$ cat src/sv/lse_pkg.sv
// ----------------------------------------------------------------------------
// lse_pkg
// shared types and constants for the lifo stack engine: request and result
// layouts, operation codes, sequencer states and the ram command bundle
// ----------------------------------------------------------------------------
`default_nettype none

package lse_pkg;

  localparam int DEPTH  = 64;
  localparam int AW     = $clog2(DEPTH);
  localparam int CW     = $clog2(DEPTH + 1);
  localparam int WORD_W = 32;
  localparam int KIND_W = 3;

  typedef enum logic [KIND_W-1:0] {
    K_PUSH   = 3'd0,
    K_POP    = 3'd1,
    K_PEEK   = 3'd2,
    K_INVERT = 3'd3,
    K_REMOVE = 3'd4,
    K_CLEAR  = 3'd5
  } kind_t;

  typedef struct packed {
    kind_t                    kind;
    logic signed [WORD_W-1:0] value;
  } req_t;

  typedef struct packed {
    logic signed [WORD_W-1:0] result_word;
    logic                     ok;
    logic [CW-1:0]            depth_now;
    logic                     is_empty;
    logic                     is_full;
  } res_t;

  typedef struct packed {
    logic              we;
    logic [AW-1:0]     waddr;
    logic [WORD_W-1:0] wdata;
    logic [AW-1:0]     raddr;
  } ram_cmd_t;

  typedef enum logic [2:0] {
    S_IDLE,
    S_READ,
    S_INV_A,
    S_INV_B,
    S_INV_C,
    S_INV_D,
    S_RM,
    S_DONE
  } state_t;

endpackage

`default_nettype wire

$ cat src/sv/lse_ram.sv
// ----------------------------------------------------------------------------
// lse_ram
// entry storage: one write port and one read port, read data registered
// ----------------------------------------------------------------------------
`default_nettype none

module lse_ram (
  input  logic                         clk,
  input  lse_pkg::ram_cmd_t            cmd,
  output logic [lse_pkg::WORD_W-1:0]   rd_data
);
  import lse_pkg::*;

  logic [WORD_W-1:0] mem [DEPTH];

  always_ff @(posedge clk) begin
    if (cmd.we) begin
      mem[cmd.waddr] <= cmd.wdata;
    end
  end

  always_ff @(posedge clk) begin
    rd_data <= mem[cmd.raddr];
  end

endmodule

`default_nettype wire

$ cat src/sv/lifo_stack_engine.sv
// ----------------------------------------------------------------------------
// lifo_stack_engine
// bounded lifo stack of signed 32-bit words with push, pop, peek, invert,
// remove-by-value and clear, one result per request
// ----------------------------------------------------------------------------
// One request is worked at a time; req_stall stays high from acceptance until
// the result is loaded into the output register. All entry accesses go
// through a single ram with one write and one registered read per cycle.
// Push, clear and unknown codes go straight to the done state; pop and peek
// pass through a read state (not on an empty stack); invert runs the states
// INV_A to INV_D once per swapped pair (n/2 pairs for n entries), and
// remove_value stays in its compaction state as it reads every entry once and
// compacts the survivors in the same pass. A result waiting in the output
// register does not block acceptance of the next request.
// ----------------------------------------------------------------------------
`default_nettype none

module lifo_stack_engine (
  input  logic          clk,
  input  logic          rst,
  input  logic          req_valid,
  output logic          req_stall,
  input  lse_pkg::req_t req,
  output logic          res_valid,
  input  logic          res_stall,
  output lse_pkg::res_t res
);
  import lse_pkg::*;

  state_t                   state, state_next;
  logic [CW-1:0]            count, count_next;
  logic signed [WORD_W-1:0] word, word_next;
  logic                     ok_flag, ok_flag_next;
  logic signed [WORD_W-1:0] rm_value, rm_value_next;
  logic [AW-1:0]            lo, lo_next;
  logic [AW-1:0]            hi, hi_next;
  logic [WORD_W-1:0]        tmp, tmp_next;
  logic [CW-1:0]            rd, rd_next;
  logic [CW-1:0]            wr, wr_next;
  logic [CW-1:0]            removed, removed_next;
  logic                     pend, pend_next;

  ram_cmd_t          cmd;
  logic [WORD_W-1:0] rd_data;
  logic [CW-1:0]     count_m1;
  logic              out_free;
  logic              inv_more;
  logic              accept;

  lse_ram u_ram (
    .clk     (clk),
    .cmd     (cmd),
    .rd_data (rd_data)
  );

  assign req_stall = (state != S_IDLE);
  assign accept    = req_valid && (state == S_IDLE);
  assign out_free  = !res_valid || !res_stall;
  assign count_m1  = count - CW'(1);
  // another pair remains after the current swap
  assign inv_more  = ((AW+1)'(lo) + (AW+1)'(2)) < (AW+1)'(hi);

  always_comb begin
    state_next = state;
    case (state)
      S_IDLE: begin
        if (req_valid) begin
          case (req.kind)
            K_POP, K_PEEK: state_next = (count != '0) ? S_READ : S_DONE;
            K_INVERT:      state_next = (count > CW'(1)) ? S_INV_A : S_DONE;
            K_REMOVE:      state_next = S_RM;
            default:       state_next = S_DONE;
          endcase
        end
      end
      S_READ:  state_next = S_DONE;
      S_INV_A: state_next = S_INV_B;
      S_INV_B: state_next = S_INV_C;
      S_INV_C: state_next = S_INV_D;
      S_INV_D: state_next = inv_more ? S_INV_A : S_DONE;
      S_RM:    state_next = (!pend && rd == count) ? S_DONE : S_RM;
      S_DONE:  state_next = out_free ? S_IDLE : S_DONE;
      default: state_next = S_IDLE;
    endcase
  end

  always_comb begin
    cmd           = '0;
    count_next    = count;
    word_next     = word;
    ok_flag_next  = ok_flag;
    rm_value_next = rm_value;
    lo_next       = lo;
    hi_next       = hi;
    tmp_next      = tmp;
    rd_next       = rd;
    wr_next       = wr;
    removed_next  = removed;
    pend_next     = pend;
    case (state)
      S_IDLE: begin
        if (req_valid) begin
          word_next     = '0;
          ok_flag_next  = 1'b1;
          rm_value_next = req.value;
          lo_next       = '0;
          hi_next       = count_m1[AW-1:0];
          rd_next       = '0;
          wr_next       = '0;
          removed_next  = '0;
          pend_next     = 1'b0;
          case (req.kind)
            K_PUSH: begin
              if (count < CW'(DEPTH)) begin
                cmd.we     = 1'b1;
                cmd.waddr  = count[AW-1:0];
                cmd.wdata  = req.value;
                count_next = count + CW'(1);
              end else begin
                ok_flag_next = 1'b0;
              end
            end
            K_POP: begin
              if (count != '0) begin
                cmd.raddr  = count_m1[AW-1:0];
                count_next = count_m1;
              end else begin
                ok_flag_next = 1'b0;
              end
            end
            K_PEEK: begin
              if (count != '0) begin
                cmd.raddr = count_m1[AW-1:0];
              end else begin
                ok_flag_next = 1'b0;
              end
            end
            K_INVERT, K_REMOVE: begin
            end
            K_CLEAR: begin
              count_next = '0;
            end
            default: begin
              ok_flag_next = 1'b0;
            end
          endcase
        end
      end
      S_READ: begin
        word_next = rd_data;
      end
      S_INV_A: begin
        cmd.raddr = lo;
      end
      S_INV_B: begin
        tmp_next  = rd_data;
        cmd.raddr = hi;
      end
      S_INV_C: begin
        cmd.we    = 1'b1;
        cmd.waddr = lo;
        cmd.wdata = rd_data;
      end
      S_INV_D: begin
        cmd.we    = 1'b1;
        cmd.waddr = hi;
        cmd.wdata = tmp;
        lo_next   = lo + AW'(1);
        hi_next   = hi - AW'(1);
      end
      S_RM: begin
        // compare the word read last cycle, keep it at the write pointer unless it matches
        if (pend) begin
          if (rd_data == rm_value) begin
            removed_next = removed + CW'(1);
          end else begin
            cmd.we    = 1'b1;
            cmd.waddr = wr[AW-1:0];
            cmd.wdata = rd_data;
            wr_next   = wr + CW'(1);
          end
        end
        if (rd != count) begin
          cmd.raddr = rd[AW-1:0];
          rd_next   = rd + CW'(1);
          pend_next = 1'b1;
        end else begin
          pend_next = 1'b0;
        end
        if (!pend && rd == count) begin
          count_next = wr;
          word_next  = WORD_W'(removed);
        end
      end
      S_DONE: begin
      end
      default: begin
      end
    endcase
  end

  always_ff @(posedge clk) begin
    if (rst) begin
      state     <= S_IDLE;
      count     <= '0;
      res_valid <= 1'b0;
    end else begin
      state <= state_next;
      count <= count_next;
      if (state == S_DONE && out_free) begin
        res_valid <= 1'b1;
      end else if (!res_stall) begin
        res_valid <= 1'b0;
      end
    end
  end

  always_ff @(posedge clk) begin
    word     <= word_next;
    ok_flag  <= ok_flag_next;
    rm_value <= rm_value_next;
    lo       <= lo_next;
    hi       <= hi_next;
    tmp      <= tmp_next;
    rd       <= rd_next;
    wr       <= wr_next;
    removed  <= removed_next;
    pend     <= pend_next;
    if (state == S_DONE && out_free) begin
      res.result_word <= word;
      res.ok          <= ok_flag;
      res.depth_now   <= count;
      res.is_empty    <= (count == '0);
      res.is_full     <= (count == CW'(DEPTH));
    end
  end

  a_count_bound: assert property (@(posedge clk) disable iff (rst)
    count <= CW'(DEPTH))
    else $error("entry count above depth");

  a_clear_empties: assert property (@(posedge clk) disable iff (rst)
    accept && req.kind == K_CLEAR |=> count == '0)
    else $error("clear request left entries");

  a_rm_pointers: assert property (@(posedge clk) disable iff (rst)
    state == S_RM |-> (wr <= rd && rd <= count))
    else $error("compaction pointers out of order");

  a_inv_pair: assert property (@(posedge clk) disable iff (rst)
    (state == S_INV_A || state == S_INV_B || state == S_INV_C || state == S_INV_D)
      |-> lo < hi)
    else $error("invert swap with crossed indexes");

  a_res_flags: assert property (@(posedge clk) disable iff (rst)
    res_valid |-> (res.is_empty == (res.depth_now == '0)))
    else $error("result empty flag disagrees with depth");

endmodule

`default_nettype wire
$ cat config.mk
export PLATFORM = sky130hd
export DESIGN_NAME = lifo_stack_engine
export DESIGN_NICKNAME = d
export VERILOG_FILES = /design/src/sv/lse_pkg.sv /design/src/sv/lse_ram.sv /design/src/sv/lifo_stack_engine.sv
export SDC_FILE = /design/constraint.sdc
export NUM_CORES = 2
export LEC_CHECK = 0
export ABC_AREA = 1
export BUFFER_PORTS_ARGS = -buffer_cell sky130_fd_sc_hd__buf_2
export CAP_MARGIN = 0
export CORE_MARGIN = 2
export CORE_UTILIZATION = 57
export DETAILED_ROUTE_END_ITERATION = 7
export HOLD_SLACK_MARGIN = 0.12
export PLACE_DENSITY = 0.73
export RECOVER_POWER = 100
export SYNTH_ARGS = -nofsm -noshare
export SYNTH_HDL_FRONTEND = slang
export SYNTH_SLANG_ARGS = --single-unit
$ cat constraint.sdc
create_clock -name clk -period 4.72 [get_ports clk]
set_input_delay 0.236 -clock clk [delete_from_list [all_inputs] [get_ports clk]]
set_output_delay 0.236 -clock clk [all_outputs]
set_load 0.02 [all_outputs]
==> results.md <==
* Die width at 422 um
* CP startpoint kind: flip-flop
* Syn nets at 8949
* Multi-input gate area at 0.0242 mm2
* P_leak at 42.4 nW
* Row count at 153
* Critical path class: reg2reg
* Core ar. at 0.174 mm2
* Reg2reg end: u_ram.mem[35][10]
* Int Pwr at 42.1 mW
* Async set-reset flop share out of synthesis at 0%
* First-pass GRT wire length at 424000 um
* Slew headroom at -53.1%
* Cell taking the most area after synthesis: edfxtp_1
* Status: finished with violations
* Global Route Usage Sum at 31.8%
* Worst reg-to-reg path cell count at 7
* Vias in the first global route at 66.1k
* Final ANT Viol Nets at 0
* Final Cell Area at 0.110 mm2
* Count of input and output buffers at 82
* Yosys top cell area share at 67.0%
* Violated checks: max-capacitance violations, max-slew violations
* Cell Count, Final, Fillers Out at 11.5k
* Starting Density at 57.3%
* Min-Delay Path Class: in2reg
* Top-count cell post-synth: edfxtp_1
* Worst-path clk slew at 0.06 ns
* Crit. End Element: flip-flop
* Via density at 6.06
* Grt total ovfl at 0
* Die area at 0.178 mm2
* Final setup fails at 0
* DRC at 0
* Wire length per cell at 25.0 um
* Sequential Power Share at 37.5%
* Worst-path fanout max at 64
* Clock Sinks at 2264
* Filler instances at 12.9k
* RePlAce Congestion at 0.935
* Ys flop type: edfxtp_1
* VDD IR max at 0.000890 V
* Syn_area_per_cell at 11.2 um2
* Post-synthesis cell count at 8895
* Initial antenna violation count at 7
* Switching share of total power at 41.0%
* Chip height at 422 um
* Area contributors post-synth: edfxtp_1 (67%), nand3_1 (10%), nand3b_1 (5.8%)
* Synth Warn # at 0
* Layout cell share with drive strength beyond 1 at 6.80%
* Deepest clock path buffer count at 3
* Placed Instance Area at 0.103 mm2
* RSZ-0062 raised after global routing: no
* CTS tree: done
* Largest net degree at the start of global routing at 216
* Post-Syn Area at 0.0995 mm2
* Max Cap Viol at 6
* Sw Pwr at 29.3 mW
* Worst Path Arrival at 5.10 ns
* Post-synth EDFFs at 2221
* Post-DP HPWL at 160000 um
* CP Launch Point: state[0]
* Io pins at 83
* Final hold viol count at 0
* Reg area at 0.0676 mm2
* Power Total at 71.3 mW
* Most frequent cells after synthesis: edfxtp_1 (2221), nand3_1 (2066), nand2_1 (1467), inv_1 (1370), nand3b_1 (768)
* Fin nets at 9005
* Critical Path RT at 5.21 ns
* Worst-margin pin slew at 2.30 ns
* Crit path to: u_ram.mem[35][10]
* Iter 0 DRT Violations at 10.9k
* Power per cell area at 648 mW/mm2
* Final Cycle Share at 97.8%
* R2R Setup Slk at 0.10 ns
* Clk root buf: clkbuf_16
* Area delta synth->final at 10.6%
* Sum Neg Setup Slack at 0 ns
* Routed WL at 287000 um
* Pre-antenna DRT Iters at 7
* DR vias at 69.4k
* Clock Skew at 0.0439 ns
* Minimum clock period at 4.62 ns
* Clock power share at 23.6%
* Fraction of the yosys area taken by sequential cells at 67.9%
* RR Startpoint: state[0]
* Synth cell types at 40
* Hold_ws at 0.250 ns
* Seq cells post-synth at 2264
* Placed insts at 11.0k
* Max-slew violation count at 196
* Comb power frac at 38.9%
* Fmax at 0.217 GHz
* TritonCTS buffer count at 222
* CTS H-tree depth at 4
* Worst skew pair latency at 0.87 ns
[worst min-delay path by stage]
| stage | startpoint | to | slack (ns) | cells past startpoint |
|---|---|---|---|---|
| after floorplan | req[0] | rm_value[0] | 0.33 | 0 |
| after global placement | word[10] | res[20] | 0.40 | 0 |
| after detailed placement | word[16] | res[26] | 0.40 | 0 |
| after CTS | req[16] | rm_value[16] | 0.12 | 2 |
| after global routing | req[5] | rm_value[5] | 0.23 | 2 |
| final | rst | res_valid | 0.25 | 3 |
[area by class of cell]
type                            instances  share of cell area [%]
Clock buffer                          288                    5.41
Multi-Input combinational cell       4691                    22.0
Timing Repair Buffer                  388                    3.07
Inverter                             1384                    4.75
Tap cell                             2325                    2.64
Antenna cell                            5                  0.0114
Clock inverter                        114                   0.768
Sequential cell                      2264                    61.3
[what timing repair did]
action	in CTS	in global routing
setup buffers	0	0
resized for setup	0	0
hold buffers	69	0
endpoints found under the hold margin	106	0
[per-stage QoR]
stage	worst slack (ns)	utilization, %
floorplan	0.157	-
global placement	0.425	59.6
detailed placement	0.420	59.6
CTS	0.393	63.9
global route	0.00981	63.4
finish	0.103	63.4
[layer usage]
metal	global-route usage, %	part of all wire (%)	vias up
met5	0	0.012	-
met4	17.8	6.1	6
met3	6.51	12	712
met2	47.9	45	4668
met1	43.5	37	33500
li1	-	-	30500
[registers in the layout (all words and copies together) (netlist names)]
register and count:
removed 7, hi 6, pend 1, count 7, res_valid 1, res 42
u_ram.rd_data 32, ok_flag 1, rd 7, state 3, rm_value 32, lo 6
tmp 32, word 32, u_ram.mem 2048, wr 7
[kinds of logic after synthesis]
group	synth area share, %
and+or+nand+nor	22.6
DFF	67.9
buffers and inverters	8.19
AOI/OAI and AO/OA	0.803
xor gates and xnor gates	0.317
adders and majority gates	0.189
[power groups by stage]
stage / Sequential [mW] / Clock, mW / Combinational (mW)
4_1_cts: 26.6 / 16.9 / 27.5
3_3_place_gp: 27.0 / 0 / 27.0
5_1_grt: 26.8 / 17.7 / 29.2
2_1_floorplan: 27.0 / 0 / 15.7
6_report: 26.8 / 16.8 / 27.8
3_5_place_dp: 27.0 / 0 / 27.3
[worst max-delay path: stages, from the launching register on]
cell and delay, ns:
dfxtp_1 0.39, inv_1 0.09, nor3_1 1.03, clkbuf_1 0.27, clkbuf_1 1.12, nand2_1 0.16
o211ai_1 0.23, clkbuf_4 0.86
[placed cells by master (no fill, tap or decap), drive strengths merged, types with 13 or more instances in the layout]
cell and n:
a21oi 31, clkinv 89, buf 154, nand3b 768
o211ai 33, o21ai 34, xnor2 26, nor2 161
ha 15, edfxtp 2221, clkbuf 453, nand2 1474
or2 13, dfxtp 43, dlygate4sd3 69, nand3 2067
inv 1388, nor3 13
Power figures use the tool's default switching activity.
